<file path="config.mk">
export PLATFORM = sky130hd
export DESIGN_NAME = chained_hash_key_set
export DESIGN_NICKNAME = d
export VERILOG_FILES = /design/src/chs_pkg.sv /design/src/chained_hash_key_set.sv /design/src/chs_ram.sv /design/src/chs_mod.sv
export SDC_FILE = /design/constraint.sdc
export NUM_CORES = 2
export LEC_CHECK = 0
export BUFFER_PORTS_ARGS = -buffer_cell sky130_fd_sc_hd__buf_2
export CORE_ASPECT_RATIO = 2
export CORE_MARGIN = 2
export CORE_UTILIZATION = 55
export DETAILED_ROUTE_END_ITERATION = 12
export PLACE_DENSITY = 0.7
export SYNTH_ARGS = -nofsm -noshare
export SYNTH_HDL_FRONTEND = slang
export SYNTH_SLANG_ARGS = --single-unit
</file>
<file path="constraint.sdc">
create_clock -name clk -period 16.7 [get_ports clk]
set_clock_uncertainty 0.15 [all_clocks]
set_input_delay 0.835 -clock clk [delete_from_list [all_inputs] [get_ports clk]]
set_output_delay 0.835 -clock clk [all_outputs]
set_load 0.1 [all_outputs]
</file>
<file path="src/chs_pkg.sv">
// ----------------------------------------------------------------------------
// chs_pkg: shared definitions for the chained hash key set
// Field widths, operation and status codes, controller states, the bucket
// remainder unit's request and response structs, and parameter defaults.
// ----------------------------------------------------------------------------
package chs_pkg;

  // Field widths.
  localparam int KEY_W = 31;
  localparam int OP_W  = 2;
  localparam int STS_W = 2;
  localparam int BC_W  = 5;

  // Bucket count after reset.
  localparam logic [BC_W-1:0] BC_RESET = BC_W'(10);

  // Parameter defaults for the top level.
  localparam int DEF_NUM_BUCKETS = 16;
  localparam int DEF_CHAIN_DEPTH = 8;

  // Remainder unit: key bits consumed per cycle and the resulting cycle count.
  localparam int MOD_STEPS  = 8;
  localparam int MOD_CYCLES = (KEY_W + MOD_STEPS - 1) / MOD_STEPS;
  localparam int MOD_PAD_W  = MOD_CYCLES * MOD_STEPS;
  localparam int MOD_CNT_W  = (MOD_CYCLES > 1) ? $clog2(MOD_CYCLES) : 1;

  // Operation codes; the fourth code leaves the table alone.
  typedef enum logic [OP_W-1:0] {
    OP_INSERT = 2'd0,
    OP_DELETE = 2'd1,
    OP_SEARCH = 2'd2,
    OP_NONE   = 2'd3
  } op_t;

  // Result status codes.
  typedef enum logic [STS_W-1:0] {
    STS_DONE   = 2'd0,
    STS_ABSENT = 2'd1,
    STS_FULL   = 2'd2
  } sts_t;

  // Controller states.
  typedef enum logic [2:0] {
    S_CLEAR,
    S_IDLE,
    S_MOD,
    S_SCAN,
    S_RESULT
  } state_t;

  // Request to the remainder unit.
  typedef struct packed {
    logic             start;
    logic [KEY_W-1:0] dividend;
    logic [BC_W-1:0]  divisor;
  } mod_req_t;

  // Response from the remainder unit.
  typedef struct packed {
    logic            done;
    logic [BC_W-1:0] rem;
  } mod_rsp_t;

endpackage

</file>
<file path="src/chained_hash_key_set.sv">
// Each item: the key modulo the bucket count, a scan of the bucket's slots up
// to a hit or the last of the CHAIN_DEPTH slots (eight by default), and then
// the result is posted; an unused operation posts without touching the table.
// One item at a time: the next is taken in the idle state once the result of
// the last has been posted, so a stalled output side holds the input back.
// Reset: synchronous, active low; a clearing pass empties the table first.
// ----------------------------------------------------------------------------
// chained_hash_key_set: keyed set as a hash table with separate chaining
// Each bucket owns CHAIN_DEPTH consecutive memory words of {valid, key}.
// Insert fills the lowest free slot, delete clears the lowest matching one,
// search reports a match.
// ----------------------------------------------------------------------------
module chained_hash_key_set #(
  parameter int NUM_BUCKETS = chs_pkg::DEF_NUM_BUCKETS,
  parameter int CHAIN_DEPTH = chs_pkg::DEF_CHAIN_DEPTH
) (
  input  logic                      clk,
  input  logic                      rst_n,
  input  logic                      cfg_wr_en,
  input  logic [chs_pkg::BC_W-1:0]  cfg_wr_data,
  input  logic                      in_valid,
  output logic                      in_stall,
  input  logic [chs_pkg::OP_W-1:0]  in_operation,
  input  logic [chs_pkg::KEY_W-1:0] in_key,
  output logic                      out_valid,
  input  logic                      out_stall,
  output logic                      out_found,
  output logic [chs_pkg::STS_W-1:0] out_status
);

  localparam int TOTAL  = NUM_BUCKETS * CHAIN_DEPTH;
  localparam int AW     = (TOTAL > 1) ? $clog2(TOTAL) : 1;
  localparam int SLOT_W = (CHAIN_DEPTH > 1) ? $clog2(CHAIN_DEPTH) : 1;
  localparam int ISS_W  = $clog2(CHAIN_DEPTH + 1);
  localparam int NB_CAP = (NUM_BUCKETS < 31) ? NUM_BUCKETS : 31;
  localparam int ENT_W  = chs_pkg::KEY_W + 1;

  chs_pkg::state_t state_r, state_nxt;

  logic [chs_pkg::BC_W-1:0]  bc_r;
  logic [chs_pkg::BC_W-1:0]  active_bc;
  chs_pkg::op_t              op_r, op_nxt;
  logic [chs_pkg::KEY_W-1:0] key_r, key_nxt;
  logic [AW-1:0]             base_r, base_nxt;
  logic [AW-1:0]             clr_addr_r, clr_addr_nxt;
  logic [ISS_W-1:0]          iss_r, iss_nxt;
  logic                      pend_r, pend_nxt;
  logic [SLOT_W-1:0]         rd_slot_r, rd_slot_nxt;
  logic                      res_found_r, res_found_nxt;
  chs_pkg::sts_t             res_sts_r, res_sts_nxt;
  logic                      out_valid_r, out_valid_nxt;
  logic                      out_found_r, out_found_nxt;
  chs_pkg::sts_t             out_sts_r, out_sts_nxt;

  logic                      accept;
  logic                      clr_last;
  logic                      hit;
  logic                      last_slot;
  logic                      can_post;

  logic                      ram_we;
  logic [AW-1:0]             ram_waddr;
  logic [ENT_W-1:0]          ram_wdata;
  logic [AW-1:0]             ram_raddr;
  logic [ENT_W-1:0]          ram_rdata;
  logic                      ent_valid;
  logic [chs_pkg::KEY_W-1:0] ent_key;

  chs_pkg::mod_req_t mod_req;
  chs_pkg::mod_rsp_t mod_rsp;

  // Slot memory: one {valid, key} word per slot.
  chs_ram #(
    .WIDTH (ENT_W),
    .DEPTH (TOTAL),
    .ADDR_W(AW)
  ) u_ram (
    .clk    (clk),
    .wr_en  (ram_we),
    .wr_addr(ram_waddr),
    .wr_data(ram_wdata),
    .rd_addr(ram_raddr),
    .rd_data(ram_rdata)
  );

  // Bucket selection: key modulo the active bucket count.
  chs_mod u_mod (
    .clk  (clk),
    .rst_n(rst_n),
    .req  (mod_req),
    .rsp  (mod_rsp)
  );

  // Bucket count register.
  always_ff @(posedge clk) begin
    if (!rst_n) begin
      bc_r <= chs_pkg::BC_RESET;
    end else if (cfg_wr_en) begin
      bc_r <= cfg_wr_data;
    end
  end

  // Zero counts as one bucket; values beyond the table saturate.
  always_comb begin
    if (bc_r == '0) begin
      active_bc = chs_pkg::BC_W'(1);
    end else if (bc_r > chs_pkg::BC_W'(NB_CAP)) begin
      active_bc = chs_pkg::BC_W'(NB_CAP);
    end else begin
      active_bc = bc_r;
    end
  end

  // Handshake and scan decode.
  assign accept    = in_valid && !in_stall;
  assign in_stall  = (state_r != chs_pkg::S_IDLE);
  assign clr_last  = (clr_addr_r == AW'(TOTAL - 1));
  assign ent_valid = ram_rdata[ENT_W-1];
  assign ent_key   = ram_rdata[chs_pkg::KEY_W-1:0];
  assign last_slot = (rd_slot_r == SLOT_W'(CHAIN_DEPTH - 1));
  assign can_post  = !out_valid_r || !out_stall;
  assign hit       = pend_r && ((op_r == chs_pkg::OP_INSERT) ? !ent_valid
                                : (ent_valid && (ent_key == key_r)));

  assign mod_req.start    = accept && (chs_pkg::op_t'(in_operation) != chs_pkg::OP_NONE);
  assign mod_req.dividend = in_key;
  assign mod_req.divisor  = active_bc;

  // Control registers.
  always_ff @(posedge clk) begin
    if (!rst_n) begin
      state_r     <= chs_pkg::S_CLEAR;
      clr_addr_r  <= '0;
      iss_r       <= '0;
      pend_r      <= 1'b0;
      out_valid_r <= 1'b0;
    end else begin
      state_r     <= state_nxt;
      clr_addr_r  <= clr_addr_nxt;
      iss_r       <= iss_nxt;
      pend_r      <= pend_nxt;
      out_valid_r <= out_valid_nxt;
    end
  end

  // Payload registers.
  always_ff @(posedge clk) begin
    op_r        <= op_nxt;
    key_r       <= key_nxt;
    base_r      <= base_nxt;
    rd_slot_r   <= rd_slot_nxt;
    res_found_r <= res_found_nxt;
    res_sts_r   <= res_sts_nxt;
    out_found_r <= out_found_nxt;
    out_sts_r   <= out_sts_nxt;
  end

  // Next state.
  always_comb begin
    state_nxt = state_r;
    unique case (state_r)
      chs_pkg::S_CLEAR: begin
        if (clr_last) begin
          state_nxt = chs_pkg::S_IDLE;
        end
      end
      chs_pkg::S_IDLE: begin
        if (accept) begin
          state_nxt = (chs_pkg::op_t'(in_operation) == chs_pkg::OP_NONE) ?
                      chs_pkg::S_RESULT : chs_pkg::S_MOD;
        end
      end
      chs_pkg::S_MOD: begin
        if (mod_rsp.done) begin
          state_nxt = chs_pkg::S_SCAN;
        end
      end
      chs_pkg::S_SCAN: begin
        if (hit || (pend_r && last_slot)) begin
          state_nxt = chs_pkg::S_RESULT;
        end
      end
      chs_pkg::S_RESULT: begin
        if (can_post) begin
          state_nxt = chs_pkg::S_IDLE;
        end
      end
      default: state_nxt = chs_pkg::S_CLEAR;
    endcase
  end

  // Datapath, memory access and result posting.
  always_comb begin
    op_nxt        = op_r;
    key_nxt       = key_r;
    base_nxt      = base_r;
    clr_addr_nxt  = clr_addr_r;
    iss_nxt       = iss_r;
    pend_nxt      = 1'b0;
    rd_slot_nxt   = rd_slot_r;
    res_found_nxt = res_found_r;
    res_sts_nxt   = res_sts_r;
    out_valid_nxt = out_valid_r && out_stall;
    out_found_nxt = out_found_r;
    out_sts_nxt   = out_sts_r;
    ram_we        = 1'b0;
    ram_waddr     = base_r + AW'(rd_slot_r);
    ram_wdata     = {1'b1, key_r};
    ram_raddr     = base_r + AW'(iss_r);
    unique case (state_r)
      chs_pkg::S_CLEAR: begin
        // Clearing pass: one slot emptied per cycle.
        ram_we       = 1'b1;
        ram_waddr    = clr_addr_r;
        ram_wdata    = '0;
        clr_addr_nxt = clr_addr_r + 1'b1;
      end
      chs_pkg::S_IDLE: begin
        if (accept) begin
          op_nxt        = chs_pkg::op_t'(in_operation);
          key_nxt       = in_key;
          res_found_nxt = 1'b0;
          res_sts_nxt   = chs_pkg::STS_DONE;
        end
      end
      chs_pkg::S_MOD: begin
        // Bucket base address; the scan restarts at slot zero.
        if (mod_rsp.done) begin
          base_nxt = AW'(32'(mod_rsp.rem) * CHAIN_DEPTH);
          iss_nxt  = '0;
        end
      end
      chs_pkg::S_SCAN: begin
        // Issue the next slot read while checking the previous one's data.
        if (iss_r != ISS_W'(CHAIN_DEPTH)) begin
          pend_nxt    = 1'b1;
          rd_slot_nxt = SLOT_W'(iss_r);
          iss_nxt     = iss_r + 1'b1;
        end
        if (hit) begin
          pend_nxt = 1'b0;
          unique case (op_r)
            chs_pkg::OP_INSERT: begin
              ram_we      = 1'b1;
              ram_wdata   = {1'b1, key_r};
              res_sts_nxt = chs_pkg::STS_DONE;
            end
            chs_pkg::OP_DELETE: begin
              ram_we        = 1'b1;
              ram_wdata     = {1'b0, key_r};
              res_found_nxt = 1'b1;
              res_sts_nxt   = chs_pkg::STS_DONE;
            end
            chs_pkg::OP_SEARCH: begin
              res_found_nxt = 1'b1;
              res_sts_nxt   = chs_pkg::STS_DONE;
            end
            default: begin
              res_sts_nxt = chs_pkg::STS_DONE;
            end
          endcase
        end else if (pend_r && last_slot) begin
          pend_nxt    = 1'b0;
          res_sts_nxt = (op_r == chs_pkg::OP_INSERT) ? chs_pkg::STS_FULL
                                                     : chs_pkg::STS_ABSENT;
        end
      end
      chs_pkg::S_RESULT: begin
        // Move the result into the output register once it is free.
        if (can_post) begin
          out_valid_nxt = 1'b1;
          out_found_nxt = res_found_r;
          out_sts_nxt   = res_sts_r;
        end
      end
      default: begin
        clr_addr_nxt = '0;
      end
    endcase
  end

  assign out_valid  = out_valid_r;
  assign out_found  = out_found_r;
  assign out_status = out_sts_r;

endmodule

</file>
<file path="src/chs_ram.sv">
// ----------------------------------------------------------------------------
// chs_ram: generic simple dual-port RAM
// One write port and one read port, read data registered.
// ----------------------------------------------------------------------------
module chs_ram #(
  parameter int WIDTH  = 32,
  parameter int DEPTH  = 128,
  parameter int ADDR_W = (DEPTH > 1) ? $clog2(DEPTH) : 1
) (
  input  logic              clk,
  input  logic              wr_en,
  input  logic [ADDR_W-1:0] wr_addr,
  input  logic [WIDTH-1:0]  wr_data,
  input  logic [ADDR_W-1:0] rd_addr,
  output logic [WIDTH-1:0]  rd_data
);

  logic [WIDTH-1:0] mem [DEPTH];
  logic [WIDTH-1:0] rd_data_r;

  // Write port.
  always_ff @(posedge clk) begin
    if (wr_en) begin
      mem[wr_addr] <= wr_data;
    end
  end

  // Registered read port.
  always_ff @(posedge clk) begin
    rd_data_r <= mem[rd_addr];
  end

  assign rd_data = rd_data_r;

endmodule

</file>
<file path="src/chs_mod.sv">
// ----------------------------------------------------------------------------
// chs_mod: key modulo bucket count
// Digit-serial remainder: MOD_STEPS key bits per cycle, each step a doubling
// plus one compare and subtract on a five-bit remainder.
// ----------------------------------------------------------------------------
module chs_mod (
  input  logic              clk,
  input  logic              rst_n,
  input  chs_pkg::mod_req_t req,
  output chs_pkg::mod_rsp_t rsp
);

  logic                          busy_r, busy_nxt;
  logic                          done_r, done_nxt;
  logic [chs_pkg::MOD_CNT_W-1:0] cnt_r, cnt_nxt;
  logic [chs_pkg::MOD_PAD_W-1:0] sh_r, sh_nxt;
  logic [chs_pkg::BC_W-1:0]      rem_r, rem_nxt;
  logic [chs_pkg::BC_W-1:0]      div_r, div_nxt;

  // Control registers.
  always_ff @(posedge clk) begin
    if (!rst_n) begin
      busy_r <= 1'b0;
      done_r <= 1'b0;
      cnt_r  <= '0;
    end else begin
      busy_r <= busy_nxt;
      done_r <= done_nxt;
      cnt_r  <= cnt_nxt;
    end
  end

  // Data registers.
  always_ff @(posedge clk) begin
    sh_r  <= sh_nxt;
    rem_r <= rem_nxt;
    div_r <= div_nxt;
  end

  // One cycle of the remainder recurrence, or a fresh load on start.
  always_comb begin
    logic [chs_pkg::BC_W:0]        t;
    logic [chs_pkg::BC_W-1:0]      r;
    logic [chs_pkg::MOD_PAD_W-1:0] sh;
    busy_nxt = busy_r;
    done_nxt = 1'b0;
    cnt_nxt  = cnt_r;
    sh_nxt   = sh_r;
    rem_nxt  = rem_r;
    div_nxt  = div_r;
    r        = rem_r;
    sh       = sh_r;
    for (int i = 0; i < chs_pkg::MOD_STEPS; i++) begin
      t = {r, sh[chs_pkg::MOD_PAD_W-1]};
      if (t >= {1'b0, div_r}) begin
        t = t - {1'b0, div_r};
      end
      r  = t[chs_pkg::BC_W-1:0];
      sh = sh << 1;
    end
    if (req.start) begin
      busy_nxt = 1'b1;
      cnt_nxt  = '0;
      sh_nxt   = chs_pkg::MOD_PAD_W'(req.dividend);
      rem_nxt  = '0;
      div_nxt  = req.divisor;
    end else if (busy_r) begin
      sh_nxt  = sh;
      rem_nxt = r;
      cnt_nxt = cnt_r + 1'b1;
      if (cnt_r == chs_pkg::MOD_CNT_W'(chs_pkg::MOD_CYCLES - 1)) begin
        busy_nxt = 1'b0;
        done_nxt = 1'b1;
      end
    end
  end

  assign rsp.done = done_r;
  assign rsp.rem  = rem_r;

endmodule

</file>
# --- Yosys cells after proc, flatten, opt, wreduce, memory -nomap -nowiden ---
# Memories as Yosys holds them, arrays and structs flattened. A register that Yosys moved wholly into a read port is not among the register bits.
# Cells that the tools add are included.
# Widths: inputs -> output; s select.
word_totals:
  wordCells: 152
  register_bits: 113
  mem_count: 1
  mem_bits_rw: 4096
mem_list:
  columns: ["name", "depth", "word_bits", "rd", "rd_ports_with_merged_regs", "wr", "line_no", "source"]
  rows:
  - ["u_ram.mem", 128, 32, 1, 1, 1, "chs_ram.sv:18", "logic [WIDTH-1:0] mem [DEPTH];"]
op_classes:
  eq_ne: 23
  n_mux: 48
  magnitude_cmp: 9
  n_bitwise: 3
  n_reduce_logical: 33
  add_sub_neg: 13
ops:
  columns: ["op", "n"]
  rows:
  - ["$mux 32", 2]
  - ["$pmux 32 s2", 1]
  - ["$mux 31", 2]
  - ["$ge 6x5->1", 8]
  - ["$mux 5", 9]
  - ["$sub 5x5->5", 8]
  - ["$eq 31x31->1", 1]
  - ["$mux 3", 6]
  - ["$ne 2x2->1 const B", 8]
  - ["$mux 1", 15]
  - ["$pmux 3 s5", 1]
  - ["$pmux 7 s2", 1]
  - ["$mux 2", 4]
  - ["$mux 4", 2]
  - ["$pmux 4 s2", 1]
  - ["$reduce_and 2->1", 4]
  - ["$reduce_or 2->1", 4]
  - ["$reduce_or 4->1", 2]
  - ["$add 7x1->7 const B", 1]
  - ["$add 7x3->7", 1]
  - ["$add 7x4->7", 1]
  - ["$eq 7x7->1 const B", 1]
  - ["$mux 7", 1]
  - ["$eq 2x2->1 const B", 3]
  - ["25 further kinds", 42]

# --- Depth between registers and ports, before layout ---
logic_depth:
  word_depth: 16
  ltp_mapped: 72
  mapped_depth_nobuf: 69

# --- Modules after synthesis ---
# A second synthesis with hierarchy kept.
unflattened:
  cells_unflattened: 6713
  area_unflattened_um2: 163828.4
by_module_without_submodules:
  columns: ["mod", "area_per_inst_um2", "seq_area_each_um2", "instances", "cells_per_inst"]
  rows:
  - ["chs_ram", 156276.1, 123638.6, 1, 5990]
  - ["chs_mod", 4053.9, 1281.2, 1, 404]
  - ["chained_hash_key_set", 3498.4, 1801.7, 1, 319]

# --- Least setup slack after synthesis ---
# OpenSTA, ideal clock, no wires.
synth_path:
  kind: "register -> register"
  startpoint: "register u_mod.div_r[1] in the netlist's numbering"
  endpoint: "register u_mod.rem_r[0] in the netlist's numbering"
  path_slack_ns: 4.088
  path_stages_with_launch: 65
  synth_period_minus_slack_ns: 12.612
  t_arrival_ns: 12.346
  cell_sequence: "edfxtp_1 > inv_1 > fa_1 > a21oi_1 > or2_1 > nand2_1 > o21ai_0 > inv_1 > ha_1 > a41oi_1 > a21oi_1 > a211oi_2 > buf_6 > nor2_1 > a21oi_1 > inv_1 > ha_1 > a41o_1 > (+29 left out) > mux2i_1 > ha_1 > a21boi_0 > o21ai_0 > nand2b_1 > a21o_1 > a21oi_2 > mux2i_1 > ha_1 > a21oi_1 > nor2b_1 > o21ai_0 > nand2b_1 > a21o_1 > a211o_1 > o21ai_4 > mux2i_1 > a31o_1"
synth_between:
  elab_chain_len: 16
  elab_cells_between_ends: 23
  classes_between: "add/sub: 7; order compare: 8; mux: 8"
synth_rtl:
  columns: ["item", "line_no", "source"]
  rows:
  - ["start: declaration", "chs_mod.sv:18", "logic [chs_pkg::BC_W-1:0] div_r, div_nxt;"]
  - ["start signal: assignment", "chs_mod.sv:37", "div_r <= div_nxt;"]
  - ["$sub 5x5->5 or $ge 6x5->1 (tied branches)", "chs_mod.sv:56, chs_mod.sv:55", null]
  - ["$mux 5", "chs_mod.sv:55", "if (t >= {1'b0, div_r}) begin"]
  - ["$sub 5x5->5 or $ge 6x5->1 (tied branches)", "chs_mod.sv:56, chs_mod.sv:55", null]
  - ["$mux 5", "chs_mod.sv:55", null]
  - ["$sub 5x5->5 or $ge 6x5->1 (tied branches)", "chs_mod.sv:56, chs_mod.sv:55", null]
  - ["$mux 5", "chs_mod.sv:55", null]
  - ["$sub 5x5->5 or $ge 6x5->1 (tied branches)", "chs_mod.sv:56, chs_mod.sv:55", null]
  - ["$mux 5", "chs_mod.sv:55", null]
  - ["$ge 6x5->1 or $sub 5x5->5 (tied branches)", "chs_mod.sv:55, chs_mod.sv:56", null]
  - ["$mux 5", "chs_mod.sv:55", null]
  - ["$sub 5x5->5 or $ge 6x5->1 (tied branches)", "chs_mod.sv:56, chs_mod.sv:55", null]
  - ["$mux 5", "chs_mod.sv:55", null]
  - ["$sub 5x5->5 or $ge 6x5->1 (tied branches)", "chs_mod.sv:56, chs_mod.sv:55", null]
  - ["$mux 5", "chs_mod.sv:55", null]
  - ["$ge 6x5->1 *", "chs_mod.sv:55", null]
  - ["$mux 5 *", "chs_mod.sv:55", null]
  - ["end signal: assignment", "chs_mod.sv:36", "rem_r <= rem_nxt;"]
  - ["end: declaration", "chs_mod.sv:17", "logic [chs_pkg::BC_W-1:0] rem_r, rem_nxt;"]
# Mark *: on every way between the ends. The rest lies on a longest branch, timed or not.
# A chain may end at the register's enable or synchronous reset.

# --- Worst setup path after layout ---
layout_path:
  startpoint: "register u_mod.div_r[1] in the netlist's numbering"
  endpoint: "register u_mod.rem_r[1] in the netlist's numbering"
layout_between:
  elab_chain_len: 16
  elab_cells_between_ends: 24
  classes_between: "add/sub: 8; order compare: 8; mux: 8"
layout_rtl:
  columns: ["item", "line_no"]
  rows:
  - ["$sub 5x5->5 or $ge 6x5->1 (tied branches)", "chs_mod.sv:56, chs_mod.sv:55"]
  - ["$mux 5", "chs_mod.sv:55"]
  - ["$sub 5x5->5 or $ge 6x5->1 (tied branches)", "chs_mod.sv:56, chs_mod.sv:55"]
  - ["$mux 5", "chs_mod.sv:55"]
  - ["$sub 5x5->5 or $ge 6x5->1 (tied branches)", "chs_mod.sv:56, chs_mod.sv:55"]
  - ["$mux 5", "chs_mod.sv:55"]
  - ["$sub 5x5->5 or $ge 6x5->1 (tied branches)", "chs_mod.sv:56, chs_mod.sv:55"]
  - ["$mux 5", "chs_mod.sv:55"]
  - ["$ge 6x5->1 or $sub 5x5->5 (tied branches)", "chs_mod.sv:55, chs_mod.sv:56"]
  - ["$mux 5", "chs_mod.sv:55"]
  - ["$sub 5x5->5 or $ge 6x5->1 (tied branches)", "chs_mod.sv:56, chs_mod.sv:55"]
  - ["$mux 5", "chs_mod.sv:55"]
  - ["$ge 6x5->1 or $sub 5x5->5 (tied branches)", "chs_mod.sv:55, chs_mod.sv:56"]
  - ["$mux 5", "chs_mod.sv:55"]
  - ["$sub 5x5->5 or $ge 6x5->1 (tied branches)", "chs_mod.sv:56, chs_mod.sv:55"]
  - ["$mux 5 *", "chs_mod.sv:55"]
# Marked as above.

==> summary.md <==
| Metric | Value |
|---|---|
| First-pass GRT wire length | 591000 um |
| Starting density of the core | 55.17% |
| Sequential share of the synthesized area | between 70% and 80% |
| Clock share of power | roughly 28% |
| Class of the tightest hold or removal check | input port to flip-flop |
| Final period utilization | 91.21% |
| Routed Antenna Nets | 0 |
| CTS buffer count | 348 |
| Residual DRC count | 0 |
| Final critical-path setup slack | 1468 ps |
| Die footprint | 302000 um^2 |
| Fin area | between 150000 and 200000 um^2 |
| Slew headroom | 8.877% |
| Unrepaired setup endpoints after global routing | false |
| Core Footprint | 296400 um^2 |
| Worst EP required | 17320 ps |
| Cell Area, Synth | 163500 um^2 |
| Switching part of the total power | 30.81% |
| EDFF count, synth | 4178 |
| Post-Place Cell Area | 170300 um^2 |
| Number of slew-limit violations in the final report | 0 |
| Dominant cell type by count on the critical path | ha_1 |
| Pwr Total | ~30 mW |
| Pleak | around 47 nW |
| Number of antenna violations at the first check in global routing | 57 |
| Final hold violation count | 0 |
| Buffers and inverters on the worst path | 6 |
| Shortest period the worst path allows | 15230 ps |
| Proportion of register bits with asynchronous set or reset after synthesis | 0% |
| Transition at the pin with the smallest max-transition slack | 1367 ps |
| CP delay by family, top | compound AO/OA/AOI/OAI gates |
| Crit-path max FO | 7 |
| Die Width | 389.6 um |
| CTS tree | done |
| Number of vias in the routed layout | 75.74k |
| Count of maximum capacitance violations | 0 |
| Psw | 9.240 mW |
| Non-filler cells in the finished layout | between 10k and 15k |
| Buffer depth of the longest clock path | 4 |
| IO Port Bufs | 47 |
| Avg Vias per Cell | 6.644 |
| Cell with the largest stage delay on the worst path | o21ai_0 |
| Yosys reg bits | ~4.2k |
| Final sum of negative setup slack | 0 ps |
| Final hold slack | 57.45 ps |
| Internal power summed over all cells | 20.75 mW |
| Number of core rows | 283 |
| Clock tree root buffer cell | clkbuf_16 |
| Maximum achievable frequency | roughly 0.066 GHz |
| H-tree Lvls | 5 |
| DP Cell Count | 10.54k |
| Mapped Nets | about 7k |
| I/O pin total | between 40 and 50 |
| Number of synthesis warnings | 0 |
| Vias in the first global route | 77.64k |
| Power per cell area | 164.1 nW/um^2 |
| Final weighted congestion of routability-driven global placement | 0.8876 |
| Run status | finished clean |
| Fraction of layout cells with a size suffix above 1 | between 30% and 40% |
| Maximum vdd drop | 1.236 mV |
| Combinational share of power | 32.7% |
| Share of power burned in registers | 39.1% |
| Final wirelength | 425600 um |
| Count of nets after finishing | around 7.2k |
| Clock transition at path regs | around 70 ps |
| Endpoint type of the worst setup path | flip-flop |
| Most used flip-flop cell after synthesis | edfxtp_1 |
| Count of mapped cells out of synthesis | 6755 |
| Number of failing setup endpoints in the final timing report | 0 |
| Iter 0 DRT Violations | 10.10k |
| Number of filler cells placed in the layout | between 15k and 20k |
| CTS sink count | 4241 |
| Detailed-placement wirelength estimate | 250000 um |
| Signed area change from the synthesized netlist to the final layout | 11.80% |
| DP Worst Slack | 1263 ps |
| Largest net degree at the start of global routing | 158 |
| Remaining Overflow, GRT | 0 |
| DR pass1 iterations | 6 |
| Synth cell types | 69 |
| Mapped Avg Cell Area | ~24 um^2 |
| Global-route usage over all layers | 28.20% |
| Die extent in y | 775.1 um |
| Path type of the worst setup path | flip-flop to flip-flop |
| Number of instances resized during post-cts repair | 0 |
| Worst-skew pair later-pin latency | 940 ps |
| Delay of the slowest critical-path stage | ~610 ps |
| Per-cell routed wire length | 37.33 um |
| Arrival time reported for the critical path endpoint | 15850 ps |
| Final standard cell utilization of the core | 61.68% |
| Type of element launching the critical path | flip-flop |
==> final timing paths <==
path	start	end	slack, ps	depth (start not counted)
max	u_mod.div_r[1]$_SDFFCE_PP0P_	u_mod.rem_r[1]$_SDFFE_PP0P_	1470	62
min	in_key[27]	key_r[27]$_DFFE_PP_	60	1
min reg2reg	res_sts_r[0]$_SDFFCE_PP0P_	out_status[0]$_DFFE_PP_	330	0
max reg2reg	u_mod.div_r[1]$_SDFFCE_PP0P_	u_mod.rem_r[1]$_SDFFE_PP0P_	1470	62
==> per-layer routing <==
layer	track usage, %	vias to the layer above	part of all wire (%)	wire, um
li1	-	29800	-	-
met1	33.23	41102	33	139900
met2	49.31	3988	53	226700
met3	3.690	832	7.1	30320
met4	17.37	18	6.7	28560
met5	0	-	0.024	103
==> cell families after synthesis <==
kind of cell | synth area share (%)
multiplexers | 18.97
XOR/XNOR | 0.3214
buffers and inverters | 0.8891
AO/OA/AOI/OAI | 0.5379
AND/OR/NAND/NOR | 1.308
flip-flops | 77.50
adder cells (fa/ha/maj) | 0.4805
==> area by class of cell <==
| type | instances | area, um^2 | area share (%) |
|---|---|---|---|
| sequential | 4241 | 126700 | 69.32 |
| antenna | 197 | 493.0 | 0.2697 |
| inverter | 44 | 165.2 | 0.09034 |
| timing repair buffer | 314 | 2480 | 1.357 |
| multi-input combinational | 2133 | 36500 | 19.96 |
| clock inverter | 229 | 2608 | 1.426 |
| clock buffer | 395 | 9022 | 4.935 |
| tap | 3847 | 4813 | 2.633 |
==> cells in the final DEF, fill, tap and decap left out, drive strengths merged, types with 14 or more instances in the layout <==
master and n:
edfxtp 4178, mux4 1344, clkbuf 395, buf 278, diode 197, nor2 177
nand2 142, clkinv 139, dfxtp 63, inv 55, bufinv 51, xnor2 50
ha 50, and2 49, mux2 42, a21oi 39, dlygate4sd3 36, o21ai 31
clkinvlp 28, mux2i 27, nand3 24, a21o 14
==> state kept, by name, summed over array words and instances (netlist names), 3 cells and up <==
signal         count
rd_slot_r          3
clr_addr_r         7
u_mod.sh_r        32
u_ram.rd_data     32
u_ram.mem       4096
iss_r              4
base_r             4
u_mod.rem_r        5
key_r             31
u_mod.div_r        5
state_r            3
bc_r               5
==> what timing repair did <==
action,in CTS,in global routing
hold buffers,36,0
setup buffers,0,0
endpoints found under the hold margin,36,0
==> Yosys cell counts, types with 8 or more instances <==
cell,instances,area (um^2)
nand3_1,24,120.1
nor2_1,176,660.6
fa_1,8,160.2
a21o_1,13,97.59
nor2b_1,9,56.30
edfxtp_1,4178,125500
mux2i_1,27,270.3
xnor2_1,50,437.9
nor3_1,11,55.05
clkbuf_1,232,870.8
and2_1,49,306.5
xor2_1,10,87.58
nand2b_1,13,81.33
a21oi_1,38,190.2
mux4_2,1344,30270
mux2_2,40,450.4
nand2_1,142,533.0
dfxtp_1,63,1261
inv_1,42,157.7
nand3b_1,13,97.59
ha_1,50,625.6
o21ai_0,30,150.1
nand4_1,9,56.30
buf_1,101,379.1
==> power groups by stage <==
stage               clock, mW  combinational (mW)  sequential (mW)
global placement            0                10.0             11.9
floorplan                   0                7.86             11.9
detailed placement          0                10.1             12.0
finish                   8.48                9.80             11.7
CTS                      8.57                9.91             11.7
global route             8.93                10.9             11.7
Power figures use the tool's default switching activity.
